$ cat config.mk
export PLATFORM = sky130hd
export DESIGN_NAME = ppm_frame_generator
export DESIGN_NICKNAME = d
export VERILOG_FILES = /design/src/rtl/ppmfg_pkg.sv /design/src/rtl/ppmfg_cfg_regs.sv /design/src/rtl/ppmfg_slot_engine.sv /design/src/rtl/ppm_frame_generator.sv
export SDC_FILE = /design/constraint.sdc
export NUM_CORES = 1
export LEC_CHECK = 0
export BUFFER_PORTS_ARGS = -buffer_cell sky130_fd_sc_hd__buf_4
export CAP_MARGIN = 20
export CORE_ASPECT_RATIO = 0.7
export CORE_MARGIN = 4
export CORE_UTILIZATION = 35
export DETAILED_ROUTE_END_ITERATION = 8
export GPL_ROUTABILITY_DRIVEN = 0
export GPL_TIMING_DRIVEN = 0
export PLACE_DENSITY_LB_ADDON = 0.15
export SYNTH_ARGS = -nofsm -noshare
export SYNTH_HDL_FRONTEND = slang
export SYNTH_SLANG_ARGS = --single-unit
$ cat constraint.sdc
create_clock -name i_clk -period 5.1 [get_ports i_clk]
set_input_delay 0.51 -clock i_clk [delete_from_list [all_inputs] [get_ports i_clk]]
set_output_delay 0.51 -clock i_clk [all_outputs]
set_load 0.02 [all_outputs]
$ cat src/rtl/ppmfg_pkg.sv
// ============================================================================
// PPM frame generator package
// Shared constants, codes and structures of the pulse-position frame generator.
// ============================================================================
package ppmfg_pkg;

    // Number of channel slots held by the generator.
    localparam int CHANNELS = 6;

    // Width of the running channel position; it can hold CHANNELS itself.
    localparam int CHAN_W = $clog2(CHANNELS + 1);
    // Width of an index into the slot width store.
    localparam int IDX_W  = (CHANNELS > 1) ? $clog2(CHANNELS) : 1;
    // Width used when comparing channel numbers of differing widths.
    localparam int CMP_W  = (CHAN_W > 3) ? CHAN_W : 3;

    // Fixed field widths.
    localparam int TICK_W     = 16;
    localparam int CH_FIELD_W = 3;
    localparam int CFG_ADDR_W = 2;
    localparam int CFG_DATA_W = 16;

    // Reset values.
    localparam logic [CH_FIELD_W-1:0] ACTIVE_RESET = 3'd6;
    localparam logic [TICK_W-1:0]     FRAME_RESET  = 16'd2000;
    localparam logic [TICK_W-1:0]     MARK_RESET   = 16'd50;
    localparam logic [TICK_W-1:0]     WIDTH_RESET  = 16'd100;

    // Configuration register indexes.
    localparam logic [CFG_ADDR_W-1:0] CFG_ACTIVE_CHANNELS = 2'd0;
    localparam logic [CFG_ADDR_W-1:0] CFG_FRAME_TICKS     = 2'd1;
    localparam logic [CFG_ADDR_W-1:0] CFG_MARK_TICKS      = 2'd2;

    // Item operation codes.
    typedef enum logic {
        OP_TICK  = 1'b0,
        OP_WRITE = 1'b1
    } t_op;

    // One input item.
    typedef struct packed {
        t_op                   op;
        logic [CH_FIELD_W-1:0] channel_index;
        logic [TICK_W-1:0]     width_ticks;
    } t_item;

    // Configuration register contents.
    typedef struct packed {
        logic [CH_FIELD_W-1:0] active_channels;
        logic [TICK_W-1:0]     frame_ticks;
        logic [TICK_W-1:0]     mark_ticks;
    } t_cfg;

    // One result item.
    typedef struct packed {
        logic                  pin_level;
        logic [CH_FIELD_W-1:0] current_channel;
        logic                  frame_start;
    } t_result;

endpackage

$ cat src/rtl/ppmfg_cfg_regs.sv
// ============================================================================
// PPM frame generator configuration registers
// Holds the channel count, frame period and mark time written over the port.
// ============================================================================
module ppmfg_cfg_regs
    import ppmfg_pkg::*;
(
    input  logic                  i_clk,
    input  logic                  i_rst_n,
    input  logic                  i_cfg_wr_en,
    input  logic [CFG_ADDR_W-1:0] i_cfg_addr,
    input  logic [CFG_DATA_W-1:0] i_cfg_wdata,
    output t_cfg                  o_cfg
);

    t_cfg r_cfg;

    // Register write decode; indexes beyond the list are ignored.
    always_ff @(posedge i_clk) begin
        if (!i_rst_n) begin
            r_cfg.active_channels <= ACTIVE_RESET;
            r_cfg.frame_ticks     <= FRAME_RESET;
            r_cfg.mark_ticks      <= MARK_RESET;
        end else if (i_cfg_wr_en) begin
            unique case (i_cfg_addr)
                CFG_ACTIVE_CHANNELS: r_cfg.active_channels <= i_cfg_wdata[CH_FIELD_W-1:0];
                CFG_FRAME_TICKS:     r_cfg.frame_ticks     <= i_cfg_wdata[TICK_W-1:0];
                CFG_MARK_TICKS:      r_cfg.mark_ticks      <= i_cfg_wdata[TICK_W-1:0];
                default: ;
            endcase
        end
    end

    assign o_cfg = r_cfg;

endmodule

$ cat src/rtl/ppmfg_slot_engine.sv
// ============================================================================
// PPM frame generator slot engine
// Tick counter, slot timing and channel width store, updated once per item.
// ============================================================================
module ppmfg_slot_engine
    import ppmfg_pkg::*;
(
    input  logic    i_clk,
    input  logic    i_rst_n,
    input  logic    i_step,
    input  t_item   i_item,
    input  t_cfg    i_cfg,
    output t_result o_result
);

    logic [TICK_W-1:0] r_tick;
    logic [TICK_W-1:0] r_slot_start;
    logic [CHAN_W-1:0] r_chan;
    logic              r_pin;
    logic [TICK_W-1:0] r_widths [CHANNELS];

    logic [TICK_W-1:0] n_tick;
    logic [TICK_W-1:0] n_slot_start;
    logic [CHAN_W-1:0] n_chan;
    logic              n_pin;
    logic              n_started;

    logic [TICK_W-1:0] tick_inc;
    logic [TICK_W-1:0] width_sel;
    logic [TICK_W:0]   mark_sum;
    logic [TICK_W:0]   width_sum;
    logic              chan_live;
    logic              wr_ok;

    // Width of the slot now being timed; a position past the store reads zero.
    always_comb begin
        if (CMP_W'(r_chan) < CMP_W'(CHANNELS)) begin
            width_sel = r_widths[IDX_W'(r_chan)];
        end else begin
            width_sel = '0;
        end
    end

    // Slot end points, formed one bit wider so that they never wrap.
    assign tick_inc  = r_tick + TICK_W'(1);
    assign mark_sum  = {1'b0, r_slot_start} + {1'b0, i_cfg.mark_ticks};
    assign width_sum = {1'b0, r_slot_start} + {1'b0, width_sel};

    // Channels remain while the position is below both the active count and the store size.
    assign chan_live = (CMP_W'(r_chan) < CMP_W'(i_cfg.active_channels)) &&
                       (CMP_W'(r_chan) < CMP_W'(CHANNELS));

    // Width writes outside the store are dropped.
    assign wr_ok = CMP_W'(i_item.channel_index) < CMP_W'(CHANNELS);

    // Next state for a tick: frame restart, end of mark, or start of next slot.
    always_comb begin
        n_tick       = r_tick;
        n_slot_start = r_slot_start;
        n_chan       = r_chan;
        n_pin        = r_pin;
        n_started    = 1'b0;
        if (i_item.op == OP_TICK) begin
            n_tick = tick_inc;
            if (tick_inc == i_cfg.frame_ticks) begin
                n_tick       = '0;
                n_slot_start = '0;
                n_chan       = '0;
                n_pin        = 1'b1;
                n_started    = 1'b1;
            end else if ({1'b0, tick_inc} == mark_sum) begin
                n_pin = 1'b0;
            end else if (chan_live && ({1'b0, tick_inc} == width_sum)) begin
                n_pin        = 1'b1;
                n_chan       = r_chan + CHAN_W'(1);
                n_slot_start = tick_inc;
            end
        end
    end

    // Timing state registers.
    always_ff @(posedge i_clk) begin
        if (!i_rst_n) begin
            r_tick       <= '0;
            r_slot_start <= '0;
            r_chan       <= '0;
            r_pin        <= 1'b0;
        end else if (i_step) begin
            r_tick       <= n_tick;
            r_slot_start <= n_slot_start;
            r_chan       <= n_chan;
            r_pin        <= n_pin;
        end
    end

    // Channel width store, preset to the default width at reset.
    always_ff @(posedge i_clk) begin
        if (!i_rst_n) begin
            for (int k = 0; k < CHANNELS; k++) begin
                r_widths[k] <= WIDTH_RESET;
            end
        end else if (i_step && (i_item.op == OP_WRITE) && wr_ok) begin
            r_widths[IDX_W'(i_item.channel_index)] <= i_item.width_ticks;
        end
    end

    // Result reflects the state after this item.
    assign o_result.pin_level       = n_pin;
    assign o_result.current_channel = CH_FIELD_W'(n_chan);
    assign o_result.frame_start     = n_started;

endmodule

$ cat src/rtl/ppm_frame_generator.sv
// ============================================================================
// PPM frame generator
// Builds a multi-channel pulse-position frame from timer tick transfers.
// ============================================================================
// Usage:
//   Each transfer on the s_axis side is one item: tuser 0 is a timer tick,
//   tuser 1 writes a channel width (index and width in tdata). Every item
//   gives exactly one transfer on the m_axis side carrying the pin level and
//   the channel being timed, with tuser flagging a tick that began a frame.
//   Items pass through an input register, the slot engine and a result
//   register: a result is offered once its item has moved on from the input
//   register, and one item is taken every cycle while the receiver keeps up,
//   as the tick counter and slot registers update for each item. When the
//   receiver stalls, the result register holds its transfer and the input
//   register holds one more item; s_axis_tready then falls until the result
//   is taken. Configuration writes take effect on the following edge; the
//   user makes them while no item is in flight; the block does not enforce
//   this. Reset clears the counters, sets the pin low, presets every
//   channel width to 100 ticks and loads the default channel count, frame
//   period and mark time; both sides come out empty.
// ============================================================================
module ppm_frame_generator
    import ppmfg_pkg::*;
(
    input  logic                  i_clk,
    input  logic                  i_rst_n,
    // Configuration write port.
    input  logic                  i_cfg_wr_en,
    input  logic [CFG_ADDR_W-1:0] i_cfg_addr,
    input  logic [CFG_DATA_W-1:0] i_cfg_wdata,
    // Item stream in.
    input  logic                  s_axis_tvalid,
    output logic                  s_axis_tready,
    input  logic [23:0]           s_axis_tdata,  // channel_index[2:0], width_ticks[18:3]
    input  logic                  s_axis_tuser,  // operation[0]
    // Result stream out.
    output logic                  m_axis_tvalid,
    input  logic                  m_axis_tready,
    output logic [7:0]            m_axis_tdata,  // pin_level[0], current_channel[3:1]
    output logic                  m_axis_tuser   // frame_start[0]
);

    t_cfg    cfg;
    t_result eng_result;
    logic    advance;

    logic    r_in_valid;
    t_item   r_in_item;
    logic    r_out_valid;
    t_result r_out;

    ppmfg_cfg_regs u_cfg_regs (
        .i_clk       (i_clk),
        .i_rst_n     (i_rst_n),
        .i_cfg_wr_en (i_cfg_wr_en),
        .i_cfg_addr  (i_cfg_addr),
        .i_cfg_wdata (i_cfg_wdata),
        .o_cfg       (cfg)
    );

    // The held item moves on when the result register is free or being emptied.
    assign advance       = r_in_valid && (!r_out_valid || m_axis_tready);
    assign s_axis_tready = !r_in_valid || advance;

    // Input register.
    always_ff @(posedge i_clk) begin
        if (!i_rst_n) begin
            r_in_valid <= 1'b0;
        end else if (s_axis_tready) begin
            r_in_valid <= s_axis_tvalid;
        end
    end

    always_ff @(posedge i_clk) begin
        if (s_axis_tvalid && s_axis_tready) begin
            r_in_item.op            <= t_op'(s_axis_tuser);
            r_in_item.channel_index <= s_axis_tdata[2:0];
            r_in_item.width_ticks   <= s_axis_tdata[18:3];
        end
    end

    ppmfg_slot_engine u_slot_engine (
        .i_clk    (i_clk),
        .i_rst_n  (i_rst_n),
        .i_step   (advance),
        .i_item   (r_in_item),
        .i_cfg    (cfg),
        .o_result (eng_result)
    );

    // Result register.
    always_ff @(posedge i_clk) begin
        if (!i_rst_n) begin
            r_out_valid <= 1'b0;
        end else if (advance) begin
            r_out_valid <= 1'b1;
        end else if (m_axis_tready) begin
            r_out_valid <= 1'b0;
        end
    end

    always_ff @(posedge i_clk) begin
        if (advance) begin
            r_out <= eng_result;
        end
    end

    assign m_axis_tvalid = r_out_valid;
    assign m_axis_tdata  = {4'b0000, r_out.current_channel, r_out.pin_level};
    assign m_axis_tuser  = r_out.frame_start;

`ifndef SYNTHESIS
    // A frame start always shows the pin high on the first channel.
    a_frame_start_state: assert property (@(posedge i_clk) disable iff (!i_rst_n)
        (m_axis_tvalid && m_axis_tuser) |-> (m_axis_tdata[0] && (m_axis_tdata[3:1] == 3'd0)))
        else $error("frame start without pin high on channel zero");

    // A width write never begins a frame.
    a_write_no_frame: assert property (@(posedge i_clk) disable iff (!i_rst_n)
        (advance && (r_in_item.op == OP_WRITE)) |=> !m_axis_tuser)
        else $error("width write flagged as frame start");

    // The result register is loaded whenever an item leaves the input register.
    a_result_loaded: assert property (@(posedge i_clk) disable iff (!i_rst_n)
        advance |=> m_axis_tvalid)
        else $error("item processed without a result");
`endif

endmodule
==> impl_metrics.py, run 1 <==
metrics = {
    "floorplan": {
        "fp.dieH_um": 161,
        "start_util": 0.359,
        "fp.dieW_um": 227,
        "core_sq_um": 32800,
        "io-pin-count": 59,
        "die-area_sq_um": 36700,
        "fp-row-count": 55,
    },
    "logic_synthesis": {
        "synth_top_area_frac": 0.390,
        "ys_ff_latch": 229,
        "async_flop_share": 0,
        "postSynthAreaPerCell_sq_um": 11.6,
        "synth-warning-count": 0,
        "ys_types": 81,
        "post-synth-top-area-cell": "edfxtp_1",
        "yosys-top-cells-area": "edfxtp_1 (39%), dfxtp_1 (13%), mux4_2 (6.1%)",
        "ys.flop_type": "edfxtp_1",
        "syn_inst": 1019,
        "synth_area_sq_um": 11800,
        "synth_edf_count": 153,
        "ys_seq_area_frac": 0.519,
    },
    "detailed_routing": {
        "totalWireLength_um": 31800,
        "drt_iter0_drc": 737,
        "wire_per_inst_um": 20.1,
        "viasPerCell": 5.21,
        "vias": 8230,
        "ant_nets": 0,
        "route.detailed.drc": 0,
        "dr.pass1.iters": 5,
    },
    "critical_path": {
        "start_kind": "flip-flop",
        "crit_slowest_cell": "mux4_2",
        "reg2reg_slack_ps": 290,
        "worstSetupPathType": "flip-flop to flip-flop",
        "critPathArrivalTime_ps": 5070,
        "critPathMostFrequentCell": "nor2_1",
        "critPathMaxStageDelay_ps": 520,
        "cp.required_ps": 5360,
        "critPathCaptureType": "flip-flop",
        "cp_max_fo": 8,
        "cp_cell_sequence": "buf_2, buf_8, mux4_2, mux2i_1, nor2_1, ha_1, a21o_1, a31o_2, o21ai_1, nor3b_1, xnor3_1, nor4_4, nand4_4, nor4_2, xnor2_1, nor2_1",
    },
    "timing": {
        "fin_crit_sh": 0.944,
        "relSlewSlack": 0.262,
        "setup_viol": 0,
        "tightest_slew_ps": 1100,
        "fmax_mhz": 208,
        "hold_viol": 0,
        "min_period_ps": 4810,
        "rsz0062_at_grt": "false",
        "finClkSkew_ps": 10.2,
        "drv_slew": 0,
        "finalSetupTns_ps": 0,
    },
    "clock_tree": {
        "cts.path.max_buffers": 3,
        "post-cts-setup-buffer-count": 0,
        "path_clk_slew_ps": 60,
        "cts_tree": "yes",
        "clock_latency_ps": 510,
        "cts_hold_buf": 0,
        "clock-root-buffer": "clkbuf_16",
        "htreeDepth": 1,
        "clock-sinks": 229,
        "numCtsBuffers": 25,
    },
    "global_routing": {
        "grt_pass1_vias": 7971,
        "grt_antenna_before_repair": 0,
        "grt_most_used_layer": "met1",
        "grt_first_pass_wirelength_um": 48400,
        "track_usage": 0.172,
        "grt_max_degree": 21,
        "grt-ovfl-total": 0,
        "use_met1": 0.292,
        "use_met3": 0.0291,
        "met2_usage": 0.230,
    },
    "final_layout": {
        "final_cell_area_sq_um": 13800,
        "diodes": 0,
        "layout-drive-gt1-share": 0.165,
        "nets": 1221,
        "area_growth_pct": 17.3,
        "final_core_util": 0.422,
        "final_common_cell": "edfxtp_1",
        "most-common-layout-cells": "edfxtp_1 (153), nand2_1 (129), nor2_1 (99)",
        "fill_cells": 3127,
    },
    "power_and_ir_drop": {
        "p_total_w": 0.00403,
        "p_leak_nw": 5.24,
        "power_density_nw_per_um2": 292,
        "ir_drop_mv": 0.234,
    },
    "flow_run": {
        "drv_cap": 0,
    },
    "outcome": {
        "outcome": "finished clean",
    },
    "place": {
        "postPlaceCellArea_sq_um": 13000,
        "port-buffer-count": 49,
        "dp_hpwl_um": 24000,
    },
    "worst_hold_path": {
        "holdCritPathClass": "input port to flip-flop",
    },
}
flip-flops by register name, summed over array words and instances, names as in the netlist, named ones only:
name                        cells
u_slot_engine.r_widths        128
u_cfg_regs.o_cfg               35
r_in_item                      20
u_slot_engine.r_slot_start     16
u_slot_engine.r_tick           16
m_axis_tdata                    4
u_slot_engine.r_chan            3
m_axis_tuser                    1
m_axis_tvalid                   1
r_in_valid                      1
u_slot_engine.r_pin             1
metal layers:
layer / up-vias / share of wire / wire [um]
li1: 3916 / - / -
met1: 4056 / 0.53 / 16900
met3: 30 / 0.059 / 1880
met5: - / 0 / 0
met2: 228 / 0.39 / 12500
met4: 0 / 0.016 / 516
where the power goes:
group / internal, W / switching [W] / total, W
Clock: 0.000997 / 0.000726 / 0.00172
Combinational: 0.0000983 / 0.000144 / 0.000242
Sequential: 0.00204 / 0.0000267 / 0.00207
cells in the mapped netlist (all sizes together), types with 12 or more instances:
cell type / n
ha: 36
clkbuf: 27
edfxtp: 153
inv: 31
and2: 18
xor2: 21
and3: 29
a21oi: 76
nand2: 131
mux4: 32
nor3: 13
nand3: 20
mux2i: 17
o21ai: 27
buf: 24
nor2: 101
xnor2: 44
o2bb2ai: 15
a21o: 12
dfxtp: 76
cells by family after synthesis:
kind of cell / share of synthesized area
flip-flops: 0.519
XOR/XNOR: 0.0769
buffers and inverters: 0.0303
multiplexers: 0.0766
adder cells (fa/ha/maj): 0.0417
other: 0.000318
AND/OR/NAND/NOR: 0.162
AO/OA/AOI/OAI: 0.0933
metrics by stage:
step | instances | hold slack [ps] | setup WS, ps
CTS | 1578 | 145 | 43.7
detailed placement | 1536 | 461 | -579
floorplan | 1054 | 437 | 586
global route | 1579 | 150 | 7.19
finish | 1579 | 174 | 287
global placement | 1530 | 457 | -734
what timing repair did:
action / 4_1_cts / 5_1_grt
hold endpoints to repair: 0 / 0
pin swaps: 0 / 1
endpoints found under the setup margin: 27 / 26
gates resized for setup: 11 / 15
critical path, delay by kind of cell, from the launching register on:
kind,cells,cell delay (ps)
buffers and inverters,2,430
xor gates and xnor gates,2,460
muxes,2,730
DFF,1,420
and+or+nand+nor,6,1420
AOI/OAI and AO/OA,3,690
adders and majority gates,1,380
path summary, 6_finish.rpt:
path	startpoint	end	cells after the start
worst max-delay path	flip-flop	m_axis_tdata[3]	16
worst min-delay path	s_axis_tdata[15]	r_in_item[12]	1
worst max register to register	flip-flop	m_axis_tdata[3]	16
worst min register to register	u_cfg_regs.o_cfg[9]	u_cfg_regs.o_cfg[9]	2
final cells by class:
cell class / count / area, sq um / area share
timing repair buffer: 56 / 523 / 0.0379
inverter: 31 / 116 / 0.00842
multi-input combinational: 743 / 5500 / 0.398
tap: 427 / 534 / 0.0387
clock buffer: 34 / 692 / 0.0501
clock inverter: 10 / 81.3 / 0.00589
sequential: 229 / 6120 / 0.443
buffer: 49 / 251 / 0.0182
Power figures use the tool's default switching activity.
==> run 2: changes to the inputs <==
RECOVER_POWER = 100   (was unset)
SYNTH_HIERARCHICAL = 1   (was unset)
==> run 2 against run 1 <==
  * The run now ends with max-capacitance violations, max-slew violations left
  * Wire length increased by 15%
  * Area after synthesis increased by 6.7%
  * Global-route usage increased by 1.4 points
  * Sequential share of layout area decreased by 2.0 points
  * Clock skew decreased by 2.0 ps
  * Via count increased by 13%
==> impl_metrics.py, run 2 <==
metrics = {
    "detailed_routing": {
        "wire_per_inst_um": 21.1,
        "vias": 9283,
        "totalWireLength_um": 36600,
        "dr.pass1.iters": 5,
        "drt_iter0_drc": 845,
        "viasPerCell": 5.35,
        "route.detailed.drc": 0,
        "ant_nets": 0,
    },
    "final_layout": {
        "nets": 1330,
        "final_common_cell": "edfxtp_1",
        "area_growth_pct": 15.2,
        "largest_reg_flops": 128,
        "most-common-layout-cells": "edfxtp_1 (153), nand2_1 (129), nor2_1 (113)",
        "layout-drive-gt1-share": 0.139,
        "top_register": "u_slot_engine/r_widths",
        "fin_cells": 1735,
    },
    "logic_synthesis": {
        "syn_inst": 1129,
        "ys_types": 88,
        "ys_seq_area_frac": 0.487,
        "postSynthAreaPerCell_sq_um": 11.1,
        "post-synth-top-area-cell": "edfxtp_1",
        "synth.top_cells.by_count": "edfxtp_1 (153), nand2_1 (129), nor2_1 (113), dfxtp_1 (76)",
        "yosysMostFrequentCell": "edfxtp_1",
        "async_flop_share": 0,
        "synth_area_sq_um": 12600,
        "ys.flop_type": "edfxtp_1",
        "ys_ff_latch": 229,
        "yosys-top-cells-area": "edfxtp_1 (37%), dfxtp_1 (12%), mux4_2 (5.7%)",
        "synth_top_area_frac": 0.366,
        "synth-warning-count": 6,
        "synth_edf_count": 153,
    },
    "timing": {
        "fin_hold_ws_ps": 178,
        "fmax_mhz": 209,
        "fin_crit_sh": 0.938,
        "setup_viol": 0,
        "tightest_slew_ps": 2410,
        "finalWorstSetupSlack_ps": 315,
        "rsz0062_at_grt": "false",
        "relSlewSlack": -0.608,
        "hold_viol": 0,
        "finClkSkew_ps": 8.23,
        "min_period_ps": 4790,
        "drv_slew": 33,
    },
    "worst_hold_path": {
        "holdCritPathClass": "input port to flip-flop",
        "min_from": "s_axis_tdata[3]",
    },
    "critical_path": {
        "reg2reg_slack_ps": 310,
        "cp.required_ps": 5350,
        "critPathArrivalTime_ps": 5040,
        "critPathCaptureType": "flip-flop",
        "cp_max_fo": 10,
        "reg2reg_to": "m_axis_tdata[1]",
        "worstSetupEndpoint": "m_axis_tdata[1]",
        "start_kind": "flip-flop",
        "worstSetupPathType": "flip-flop to flip-flop",
        "reg2reg_depth": 18,
    },
    "clock_tree": {
        "path_clk_slew_ps": 60,
        "cts_hold_buf": 0,
        "clock-root-buffer": "clkbuf_16",
        "htreeDepth": 1,
        "cts.path.max_buffers": 3,
        "numCtsBuffers": 25,
        "clock_latency_ps": 520,
        "clock-sinks": 229,
        "cts_tree": "yes",
    },
    "global_routing": {
        "track_usage": 0.186,
        "grt_max_degree": 21,
        "grt-ovfl-total": 0,
        "grt_pass1_vias": 8811,
        "grt_antenna_before_repair": 0,
        "grt_first_pass_wirelength_um": 55400,
    },
    "floorplan": {
        "fp.dieW_um": 234,
        "die-area_sq_um": 39000,
        "start_util": 0.359,
        "io-pin-count": 59,
        "fp.dieH_um": 166,
        "core_sq_um": 35000,
        "fp-row-count": 57,
    },
    "power_and_ir_drop": {
        "p_leak_nw": 5.48,
        "power_density_nw_per_um2": 283,
        "ir_drop_mv": 0.259,
    },
    "place": {
        "dp_hpwl_um": 27400,
        "dp_cells": 1687,
        "dp_worst_setup_slack_ps": -1080,
        "port-buffer-count": 49,
    },
    "flow_run": {
        "drv_cap": 2,
    },
    "outcome": {
        "outcome": "finished with violations",
        "violations": "max-capacitance violations, max-slew violations",
    },
}
==> run 2: changes by cell type after synthesis, sizes merged, moves of 12 or more <==
cell	delta
mux2i	+28
and2	-15
nor2	+12
clkbuf	+19
a21oi	-45
o211ai	+15
o2bb2ai	-15
a31oi	+13
nand3	+15
==> run 2: kinds of logic after synthesis <==
group / Yosys count / synth area share
XOR/XNOR: 81 / 0.0758
AO/OA/AOI/OAI: 173 / 0.0948
adder cells (fa/ha/maj): 38 / 0.0391
buffers and inverters: 118 / 0.0418
multiplexers: 78 / 0.0942
flip-flops: 229 / 0.487
AND/OR/NAND/NOR: 410 / 0.167
other: 2 / 0.000598
==> run 2: how the worst min path moves through the flow <==
stage | cells after the start | to
after floorplan | 1 | u_cfg_regs/o_cfg[34]
after global placement | 1 | u_cfg_regs/o_cfg[34]
after detailed placement | 1 | u_cfg_regs/o_cfg[34]
after CTS | 1 | r_in_item[0]
after global routing | 1 | r_in_item[8]
final | 1 | r_in_item[0]
==> run 2: final cells by class <==
cell class	instances	area [sq um]
clock inverters	9	103
diodes	1	2.50
inverters	38	143
clock buffers	36	687
fillers	3384	20600
plain buffers	78	398
well taps	472	591
multi-input cells	816	6040
flip-flops and latches	229	6120
repair buffers	56	378
==> run 2: where the power goes <==
part | total [W] | switching, W | internal (W)
clock | 0.00177 | 0.000738 | 0.00104
sequential | 0.00207 | 0.0000264 | 0.00204
combinational | 0.000247 | 0.000154 | 0.0000929
total | 0.00409 | 0.000919 | 0.00317
==> run 2: stage by stage <==
step	total power [W]	TNS, ps	area [sq um]	utilization
final	0.00409	0	14500	0.413
after global placement	0.00235	-16850	13600	0.390
after detailed placement	0.00236	-19570	13700	0.391
after floorplan	0.00225	0	12700	-
after global routing	0.00426	0	14500	0.413
after CTS	0.00415	0	14500	0.414
==> run 2: per-layer routing <==
layer / track usage / up-vias / share of wire
met1: 0.315 / 4582 / 0.52
met5: 0 / - / 0
met4: 0.0282 / 0 / 0.012
li1: - / 4356 / -
met2: 0.240 / 306 / 0.38
met3: 0.0437 / 39 / 0.082
==> run 2: what timing repair did <==
item                       4_1_cts  5_1_grt
pin swaps                        1        1
gates cloned                     0        0
buffers inserted                 1        1
gates resized for setup         17        9
setup endpoints to repair       27       27
==> run 2: worst max-delay path, stage by stage, from the launching register on <==
cell and delay (ps):
dfxtp_2 410, clkbuf_2 200, buf_8 190, mux4_2 540
mux2i_1 180, nor2_1 60, ha_1 280, clkbuf_1 220
a21o_1 240, a21oi_1 270, o21ai_0 150, a311oi_1 340
xnor2_1 190, nor4_2 350, nand3_2 100, buf_4 190
o21ai_4 220, buf_4 270, a31oi_1 120
